===== src/rtl/pdv_pkg.sv =====
`timescale 1ns / 1ps
// Shared types, constants and helper functions of the pose difference velocity block.
package pdv_pkg;

    // CORDIC iteration count and the counter that covers its full range
    localparam int CORDIC_STEPS     = 24;
    localparam int CORDIC_STEPS_MAX = 32;
    localparam int CORDIC_CNT_W     = $clog2(CORDIC_STEPS_MAX + 1);

    // Angles in Q3.28 radians
    localparam logic signed [33:0] ANG_PI      = 34'sd843314857;
    localparam logic signed [33:0] ANG_TWO_PI  = 34'sd1686629714;
    localparam logic signed [31:0] ANG_HALF_PI = 32'sd421657428;

    // Inverse CORDIC gain in Q0.30 and nanoseconds per second
    localparam logic [31:0] INV_GAIN_Q30 = 32'd652032874;
    localparam logic [31:0] NS_PER_S     = 32'd1000000000;

    // Operation codes of the serial arithmetic unit
    localparam logic [1:0] OP_MUL  = 2'd0;
    localparam logic [1:0] OP_DIV  = 2'd1;
    localparam logic [1:0] OP_SQRT = 2'd2;

    typedef struct packed {
        logic [62:0]        stamp_ns;
        logic signed [31:0] pos_x;
        logic signed [31:0] pos_y;
        logic signed [31:0] pos_z;
        logic signed [31:0] quat_x;
        logic signed [31:0] quat_y;
        logic signed [31:0] quat_z;
        logic signed [31:0] quat_w;
    } pdv_pose_t;

    typedef struct packed {
        logic [62:0]        out_stamp_ns;
        logic signed [31:0] linear_speed;
        logic signed [31:0] roll_rate;
        logic signed [31:0] pitch_rate;
        logic signed [31:0] yaw_rate;
        logic               zero_interval;
    } pdv_rate_t;

    typedef struct packed {
        logic       start;
        logic [1:0] op;
    } pdv_unit_req_t;

    // Arctangent of 2^-i in Q3.28
    function automatic logic signed [31:0] atan_entry(input logic [4:0] idx);
        logic signed [31:0] v;
        case (idx)
            5'd0:    v = 32'sd210828714;
            5'd1:    v = 32'sd124459457;
            5'd2:    v = 32'sd65760959;
            5'd3:    v = 32'sd33381290;
            5'd4:    v = 32'sd16755422;
            5'd5:    v = 32'sd8385879;
            5'd6:    v = 32'sd4193963;
            5'd7:    v = 32'sd2097109;
            5'd8:    v = 32'sd1048571;
            5'd9:    v = 32'sd524287;
            5'd10:   v = 32'sd262144;
            5'd11:   v = 32'sd131072;
            5'd12:   v = 32'sd65536;
            5'd13:   v = 32'sd32768;
            5'd14:   v = 32'sd16384;
            5'd15:   v = 32'sd8192;
            5'd16:   v = 32'sd4096;
            5'd17:   v = 32'sd2048;
            5'd18:   v = 32'sd1024;
            5'd19:   v = 32'sd512;
            5'd20:   v = 32'sd256;
            5'd21:   v = 32'sd128;
            5'd22:   v = 32'sd64;
            5'd23:   v = 32'sd32;
            5'd24:   v = 32'sd16;
            5'd25:   v = 32'sd8;
            5'd26:   v = 32'sd4;
            5'd27:   v = 32'sd2;
            5'd28:   v = 32'sd1;
            default: v = 32'sd0;
        endcase
        return v;
    endfunction

    // Clamp a magnitude with a sign into a 32 bit two's complement rate
    function automatic logic [31:0] sat_rate(input logic [63:0] q, input logic neg);
        logic [31:0] res;
        if (!neg) begin
            res = (q > 64'h7FFF_FFFF) ? 32'h7FFF_FFFF : q[31:0];
        end
        else begin
            res = (q >= 64'h8000_0000) ? 32'h8000_0000 : (32'd0 - q[31:0]);
        end
        return res;
    endfunction

endpackage


===== src/rtl/pdv_serial_unit.sv =====
`timescale 1ns / 1ps
// Shared bit-serial unit: shift-add multiply, restoring divide and digit-by-digit square root.
module pdv_serial_unit
    import pdv_pkg::*;
(
    input  logic          clk,
    input  logic          rst_n,
    input  pdv_unit_req_t req,
    input  logic [63:0]   opa,
    input  logic [63:0]   opb,
    output logic          done,
    output logic [95:0]   result
);

    logic        busy_reg;
    logic [1:0]  op_reg;
    logic [6:0]  cnt_reg;
    logic [6:0]  last_cnt;
    logic [96:0] p_reg;
    logic [63:0] mcand_reg;
    logic [63:0] quo_reg;
    logic [63:0] rem_reg;
    logic [63:0] rad_reg;
    logic [33:0] srem_reg;
    logic [31:0] root_reg;

    logic [64:0] mul_sum;
    logic [63:0] div_sh;
    logic        div_ge;
    logic [35:0] sq_sh;
    logic [35:0] sq_trial;
    logic        sq_ge;
    logic [35:0] sq_diff;

    // Divide takes one quotient bit per cycle, the others one multiplier bit or root digit
    assign last_cnt = (op_reg == OP_DIV) ? 7'd64 : 7'd32;
    assign done     = busy_reg && (cnt_reg == last_cnt);

    // Step logic of the three operations
    assign mul_sum  = {1'b0, p_reg[95:32]} + (p_reg[0] ? {1'b0, mcand_reg} : 65'd0);
    assign div_sh   = {rem_reg[62:0], quo_reg[63]};
    assign div_ge   = div_sh >= mcand_reg;
    assign sq_sh    = {srem_reg, rad_reg[63:62]};
    assign sq_trial = {2'b00, root_reg, 2'b01};
    assign sq_ge    = sq_sh >= sq_trial;
    assign sq_diff  = sq_sh - sq_trial;

    // Present the finished word of the active operation
    always_comb
    begin
        case (op_reg)
            OP_MUL:  result = p_reg[95:0];
            OP_DIV:  result = {32'd0, quo_reg};
            OP_SQRT: result = {64'd0, root_reg};
            default: result = '0;
        endcase
    end

    // Control: load on start, advance one step a cycle, drop busy when done
    always_ff @(posedge clk or negedge rst_n)
    begin
        if (!rst_n)
        begin
            busy_reg <= 1'b0;
            op_reg   <= OP_MUL;
            cnt_reg  <= '0;
        end
        else if (req.start)
        begin
            busy_reg <= 1'b1;
            op_reg   <= req.op;
            cnt_reg  <= '0;
        end
        else if (busy_reg)
        begin
            if (done)
            begin
                busy_reg <= 1'b0;
            end
            else
            begin
                cnt_reg <= cnt_reg + 7'd1;
            end
        end
    end

    // Datapath shift registers
    always_ff @(posedge clk)
    begin
        if (req.start)
        begin
            p_reg     <= {65'd0, opb[31:0]};
            mcand_reg <= (req.op == OP_DIV) ? opb : opa;
            quo_reg   <= opa;
            rem_reg   <= '0;
            rad_reg   <= opa;
            srem_reg  <= '0;
            root_reg  <= '0;
        end
        else if (busy_reg && !done)
        begin
            case (op_reg)
                OP_MUL:
                begin
                    p_reg <= {1'b0, mul_sum, p_reg[31:1]};
                end
                OP_DIV:
                begin
                    rem_reg <= div_ge ? (div_sh - mcand_reg) : div_sh;
                    quo_reg <= {quo_reg[62:0], div_ge};
                end
                OP_SQRT:
                begin
                    srem_reg <= sq_ge ? sq_diff[33:0] : sq_sh[33:0];
                    root_reg <= {root_reg[30:0], sq_ge};
                    rad_reg  <= {rad_reg[61:0], 2'b00};
                end
                default:
                begin
                    p_reg <= p_reg;
                end
            endcase
        end
    end

endmodule


===== config.mk =====
export PLATFORM = sky130hd
export DESIGN_NAME = pdv_serial_unit
export DESIGN_NICKNAME = d
export VERILOG_FILES = /design/src/rtl/pdv_pkg.sv /design/src/rtl/pdv_serial_unit.sv
export SDC_FILE = /design/constraint.sdc
export NUM_CORES = 1
export LEC_CHECK = 0
export ABC_AREA = 1
export BUFFER_PORTS_ARGS = -buffer_cell sky130_fd_sc_hd__buf_2
export CAP_MARGIN = 25
export CORE_ASPECT_RATIO = 2
export CORE_MARGIN = 2
export CORE_UTILIZATION = 54
export CTS_CLUSTER_DIAMETER = 40
export DETAILED_ROUTE_END_ITERATION = 10
export GPL_ROUTABILITY_DRIVEN = 0
export HOLD_SLACK_MARGIN = 0.03
export PLACE_DENSITY = 0.75
export SLEW_MARGIN = 10
export SYNTH_ARGS = -nofsm -noshare
export SYNTH_HDL_FRONTEND = slang
export SYNTH_SLANG_ARGS = --single-unit

===== constraint.sdc =====
create_clock -name clk -period 3.1 [get_ports clk]
set_clock_uncertainty 0.2 [all_clocks]
set_input_delay 0.155 -clock clk [delete_from_list [all_inputs] [get_ports clk]]
set_output_delay 0.155 -clock clk [all_outputs]
set_load 0.05 [all_outputs]

==> flow_summary.rst, run 1 <==
.. list-table::
   :header-rows: 1

   * - Metric
     - Value
   * - Top-level I/O count
     - 230
   * - Clock H-tree levels
     - 2
   * - Number of standard cells after synthesis
     - 5,315
   * - Die Width
     - ~180 um
   * - Number of distinct library cell variants in the gate-level netlist after synthesis
     - 47
   * - Total nets after synthesis
     - 5,614
   * - All-Layer GR Usage
     - between 40% and 50%
   * - Gr ovfl total
     - 10
   * - Result of the run
     - stopped before the end
   * - Maximum number of pins on one net before global-route repair
     - 148
   * - Area of the mapped netlist
     - 33,500 um2
   * - Library cell used as clock root buffer
     - clkbuf_16
   * - Share of synthesized registers carrying an async set or reset
     - under 10%
   * - Vertical die dimension
     - 356 um
   * - Step where the flow halted
     - global routing
   * - Error text reported by the tool
     - [ERROR GRT-0232] Routing congestion too high. Check the congestion heatmap in the GUI.
   * - Core Rows
     - 129
   * - Cell count after placement
     - 6,349
   * - Dominant register cell in the synthesized netlist
     - edfxtp_1
   * - Number of synthesized flops with an enable pin
     - 224
   * - Number of clock sinks
     - 427
   * - Mean post-synth cell area
     - between 6 and 7 um2
   * - Initial core utilization
     - 54.3%
   * - Post-synthesis sequential area ratio
     - between 30% and 40%
   * - Clock buffer count from CTS
     - 46
   * - Max Buffers Root-to-Sink
     - 3
   * - YS warnings
     - 0
   * - Buffers on Ports
     - around 230
   * - Post-synthesis register bit count
     - between 400 and 500
   * - Placed wire-length estimate
     - 111,000 um
   * - Worst setup slack after placement
     - -0.187 ns
[metrics by stage]
| step | hold WS, ns | area (um2) |
|---|---|---|
| 2_1_floorplan | -0.341 | 33500 |
| 3_3_place_gp | -0.173 | 36500 |
| 3_5_place_dp | -0.164 | 36500 |
| 4_1_cts | 0.161 | 39900 |
[synth_stat cells (2+ instances only)]
master / instances / area [um2]
a21oi_1: 216 / 1080
o211ai_1: 8 / 60.1
nand3b_1: 39 / 293
nor2_2: 8 / 50.1
ha_1: 164 / 2050
a211oi_1: 2 / 15.0
clkbuf_1: 67 / 251
and3_1: 3 / 18.8
inv_1: 1118 / 4200
nor4_1: 4 / 25.0
o221ai_1: 32 / 280
edfxtp_1: 224 / 6730
inv_2: 25 / 93.8
fa_1: 2 / 40.0
nand2_4: 2 / 22.5
nand2_1: 1941 / 7290
xnor2_1: 33 / 289
o32ai_1: 2 / 17.5
clkinv_1: 3 / 11.3
nor3_1: 44 / 220
o22ai_1: 52 / 325
buf_4: 4 / 30.0
buf_6: 11 / 124
nand3_1: 351 / 1760
nand4_1: 36 / 225
nor2_4: 8 / 90.1
o21bai_1: 12 / 90.1
nand3_2: 2 / 20.0
nor3_2: 3 / 30.0
buf_2: 44 / 220
o21ai_0: 207 / 1040
mux2_2: 64 / 721
buf_1: 9 / 33.8
o21ai_1: 15 / 75.1
dfxtp_1: 193 / 3860
xor2_1: 31 / 272
dfrtp_1: 10 / 250
nand2_2: 10 / 62.6
nor2_1: 308 / 1160
[per-layer routing]
layer / track usage (%) / GRT overflow
met1: 46.7 / 0
met2: 76.8 / 6
met3: 19.7 / 0
met4: 55.5 / 4
met5: 1.70 / 0
[cell families after synthesis]
| kind of cell | synth area share (%) |
|---|---|
| AOI/OAI and AO/OA | 8.97 |
| xor gates and xnor gates | 1.67 |
| adders and majority gates | 6.25 |
| buffers and inverters | 14.8 |
| DFF | 32.4 |
| muxes | 2.15 |
| and+or+nand+nor | 33.8 |
[repair_timing]
item,in CTS
gates resized for setup,12
setup endpoints to repair,13
endpoints found under the hold margin,259
hold buffers,173
buffers inserted,1
==> inputs of run 2 (changes only) <==
--- a/config.mk
+++ b/config.mk
@@ -8,14 +8,11 @@
 export ABC_AREA = 1
 export BUFFER_PORTS_ARGS = -buffer_cell sky130_fd_sc_hd__buf_2
 export CAP_MARGIN = 25
-export CORE_ASPECT_RATIO = 2
 export CORE_MARGIN = 2
-export CORE_UTILIZATION = 54
-export CTS_CLUSTER_DIAMETER = 40
+export CORE_UTILIZATION = 39
 export DETAILED_ROUTE_END_ITERATION = 10
 export GPL_ROUTABILITY_DRIVEN = 0
-export HOLD_SLACK_MARGIN = 0.03
-export PLACE_DENSITY = 0.75
+export PLACE_DENSITY_LB_ADDON = 0.15
 export SLEW_MARGIN = 10
 export SYNTH_ARGS = -nofsm -noshare
 export SYNTH_HDL_FRONTEND = slang
==> constraint.sdc (replaced) <==
create_clock -name clk -period 4 [get_ports clk]
set_clock_uncertainty 0.2 [all_clocks]
set_input_delay 0.2 -clock clk [delete_from_list [all_inputs] [get_ports clk]]
set_output_delay 0.2 -clock clk [all_outputs]
set_load 0.05 [all_outputs]
==> run 2 against run 1 <==
The flow now finishes without violations. Synthesized cell count unchanged. Area after synthesis unchanged.
==> flow_summary.rst, run 2 <==
.. list-table::
   :header-rows: 1

   * - Metric
     - Value
   * - Result of the run
     - complete, no violations
   * - Flip-flop count of the largest register, all copies and words added
     - 96
   * - Number of endpoints with negative hold slack in the final report
     - 0
   * - CP Cell Sequence
     - nor2_1 > buf_4 > clkinv_2 > buf_4 > o22ai_1 > buf_2
   * - Core Rows
     - 107
   * - Dominant cells by area after synthesis
     - nand2_1 (22%), edfxtp_1 (20%), inv_1 (13%)
   * - Clock buffer count from CTS
     - 51
   * - Multi-input logic area
     - 17,700 um2
   * - Unrepaired setup endpoints after global routing
     - no
   * - Worst hold-check slack
     - about 0.16 ns
   * - Die outline area
     - 88,300 um2
   * - Area of the mapped netlist
     - 33,500 um2
   * - Number of global-route vias before repair
     - 32,800
   * - Proportion of netlist area held by the largest area contributor
     - 21.7%
   * - Share of cells above drive strength 1
     - around 8.4%
   * - Highest-delay cell along the critical path
     - o22ai_1
   * - Placed wire-length estimate
     - 104,000 um
   * - Leading cell type by number of instances after synthesis
     - nand2_1
   * - Number of instances resized during post-cts repair
     - 0
   * - Total via count after detailed routing
     - 34,900
   * - Share of synthesized registers carrying an async set or reset
     - 2.34%
   * - Die Width
     - 297 um
   * - CP Data Required Time
     - 3.60 ns
   * - YS warnings
     - 0
   * - Worst slew slack as a fraction of its limit
     - 37.7%
   * - Maximum number of pins on one net before global-route repair
     - ~120
   * - Buffers on Ports
     - 229
   * - Power per Cell Area
     - 588 nW/um2
   * - Static Leakage
     - 0.0214 uW
   * - Max-cap violation count
     - 0
   * - Clock-pin slew on the worst setup and hold paths
     - 0.07 ns
   * - Vertical die dimension
     - 297 um
   * - Post-synthesis sequential area ratio
     - 32.4%
   * - Wire length of the first global-routing pass
     - 198,000 um
   * - Number of clock sinks
     - 427
   * - Max-slew violation total from the final report
     - 0
   * - Post-route DRC violation count
     - 0
   * - Post-synthesis register bit count
     - 427
   * - Library cell used as clock root buffer
     - clkbuf_16
   * - CP Launch Type
     - register
   * - Worst Setup Slack, final
     - 0.410 ns
   * - Element type at the critical path end
     - output port
   * - Initial antenna violation count
     - 6
   * - Net total in the final layout
     - 5,955
   * - Area of all sequential standard cells
     - roughly 11,000 um2
   * - Final worst-path cycle share
     - 89.7%
   * - Tightest Pin Transition
     - 0.935 ns
   * - Gr ovfl total
     - 0
   * - Most frequent CP cell
     - buf_4
   * - Highest cell delay on the worst timing path
     - 0.60 ns
   * - Design Area, Final
     - 39,300 um2
   * - Leading area contributor after synthesis
     - nand2_1
   * - Number of synthesized flops with an enable pin
     - 224
   * - Setup_tns
     - 0 ns
   * - Post-CTS Setup Inserts
     - 0
   * - Area delta synth->final
     - 17.4%
   * - Maximum achievable frequency
     - around 0.28 GHz
   * - Total placed instance area
     - 35,700 um2
   * - Worst setup slack after placement
     - 0.574 ns
   * - DRC violation total after the first TritonRoute iteration
     - approximately 3,200
   * - Critical path fanouts, max
     - 67
   * - Placeable core region
     - 85,100 um2
   * - Type of the worst min-delay path
     - in -> reg
   * - Clock insertion delay at the later pin of the skew report
     - roughly 0.66 ns
   * - Initial core utilization
     - 39.3%
   * - Count of fill cells added during filler insertion
     - 9,004
   * - Clock tree from TritonCTS
     - built
   * - Routed wire length
     - ~130,000 um
   * - Final worst path period need
     - approximately 3.6 ns
   * - VDD IR max
     - 725 uV
   * - All-Layer GR Usage
     - around 29%
   * - Total nets after synthesis
     - between 5,000 and 6,000
   * - Number of distinct library cell variants in the gate-level netlist after synthesis
     - 47
   * - Max Buffers Root-to-Sink
     - 3
   * - Number of setup violations in the final report
     - 0
   * - Clock H-tree levels
     - 2
   * - Antenna-violating nets left
     - 0
   * - Routed len/inst
     - between 15 and 20 um
   * - Dominant register cell in the synthesized netlist
     - edfxtp_1
   * - Vias per inst
     - 5.10
   * - Top-level I/O count
     - 230
   * - Number of standard cells after synthesis
     - between 5,000 and 6,000
   * - Top library cells by usage in the layout, fill and taps aside
     - nand2_1 (1,939), inv_1 (1,116), nand3_1 (351)
   * - Arrival time reported for the critical path endpoint
     - around 3.2 ns
   * - TritonRoute pass-1 iters
     - 6
   * - Synth top cells by count
     - nand2_1 (1,941), inv_1 (1,118), nand3_1 (351), nor2_1 (308), edfxtp_1 (224)
   * - Critical path start-end classification
     - reg -> out
   * - Most common cell after layout, fill and taps aside
     - nand2_1
   * - Mean post-synth cell area
     - roughly 6.3 um2
run 2: cell counts after synthesis:
Identical to the previous run, type by type.
run 2: metal layers:
metal / GRT usage [%] / share of wire, % / vias to the layer above
li1: - / - / 17200
met1: 39.3 / 44 / 16100
met2: 46.7 / 44 / 1424
met3: 4.27 / 7.7 / 225
met4: 11.1 / 4.4 / 2
met5: 0 / 0.0098 / -
run 2: path summary, 6_finish.rpt:
path / startpoint / endpoint / slack (ns) / depth (start not counted)
worst max-delay path: op_reg[0] / result[63] / 0.41 / 6
worst min-delay path: opb[13] / p_reg[13] / 0.16 / 4
worst max register to register: p_reg[0] / p_reg[81] / 0.49 / 16
worst min register to register: srem_reg[32] / srem_reg[32] / 0.25 / 2
max in group asynchronous: rst_n / cnt_reg[1] / 2.82 / 3
min in group asynchronous: rst_n / cnt_reg[5] / 0.44 / 3
run 2: logic make-up (layout without fill, tap and decap cells):
logic type,count (synthesis),count (layout),synth area share [%]
other,0,2,0
adder cells (fa/ha/maj),166,166,6.25
XOR/XNOR,64,64,1.67
flip-flops,427,427,32.4
AND/OR/NAND/NOR,2764,2764,33.8
AO/OA/AOI/OAI,549,549,8.97
multiplexers,64,64,2.15
buffers and inverters,1281,1665,14.8
run 2: repair_timing:
| action | CTS | global route |
|---|---|---|
| hold endpoints to repair | 254 | 0 |
| setup endpoints to repair | 0 | 0 |
| hold buffers | 166 | 0 |
run 2: critical path: cells and delay by family (launching register included):
family,cells,cell delay (ns)
buffers and inverters,4,1.42
AO/OA/AOI/OAI,1,0.60
AND/OR/NAND/NOR,1,0.12
flip-flops,1,0.41
run 2: area by class of cell:
class	instances	area share, %
antenna	2	0.0127
clock inverter	33	1.17
sequential	427	27.6
clock buffer	63	3.65
tap	1144	3.64
multi-input combinational	3607	45.1
inverter	1146	11.0
timing repair buffer	423	7.95
run 2: through the flow:
stage / power, uW / utilization (%) / cells
4_1_cts: 23000 / 46.1 / 6841
5_1_grt: 24800 / 46.2 / 6844
3_3_place_gp: 17500 / 42.0 / 6579
2_1_floorplan: 14400 / - / 5315
3_5_place_dp: 17500 / 42.0 / 6579
6_report: 23100 / 46.2 / 6845
run 2: where the power goes:
| part | switching [uW] | internal [uW] |
|---|---|---|
| clock network | 2160 | 3100 |
| registers | 385 | 5270 |
| logic | 8500 | 3710 |
Note: power is estimated with default switching activity, not from simulation.
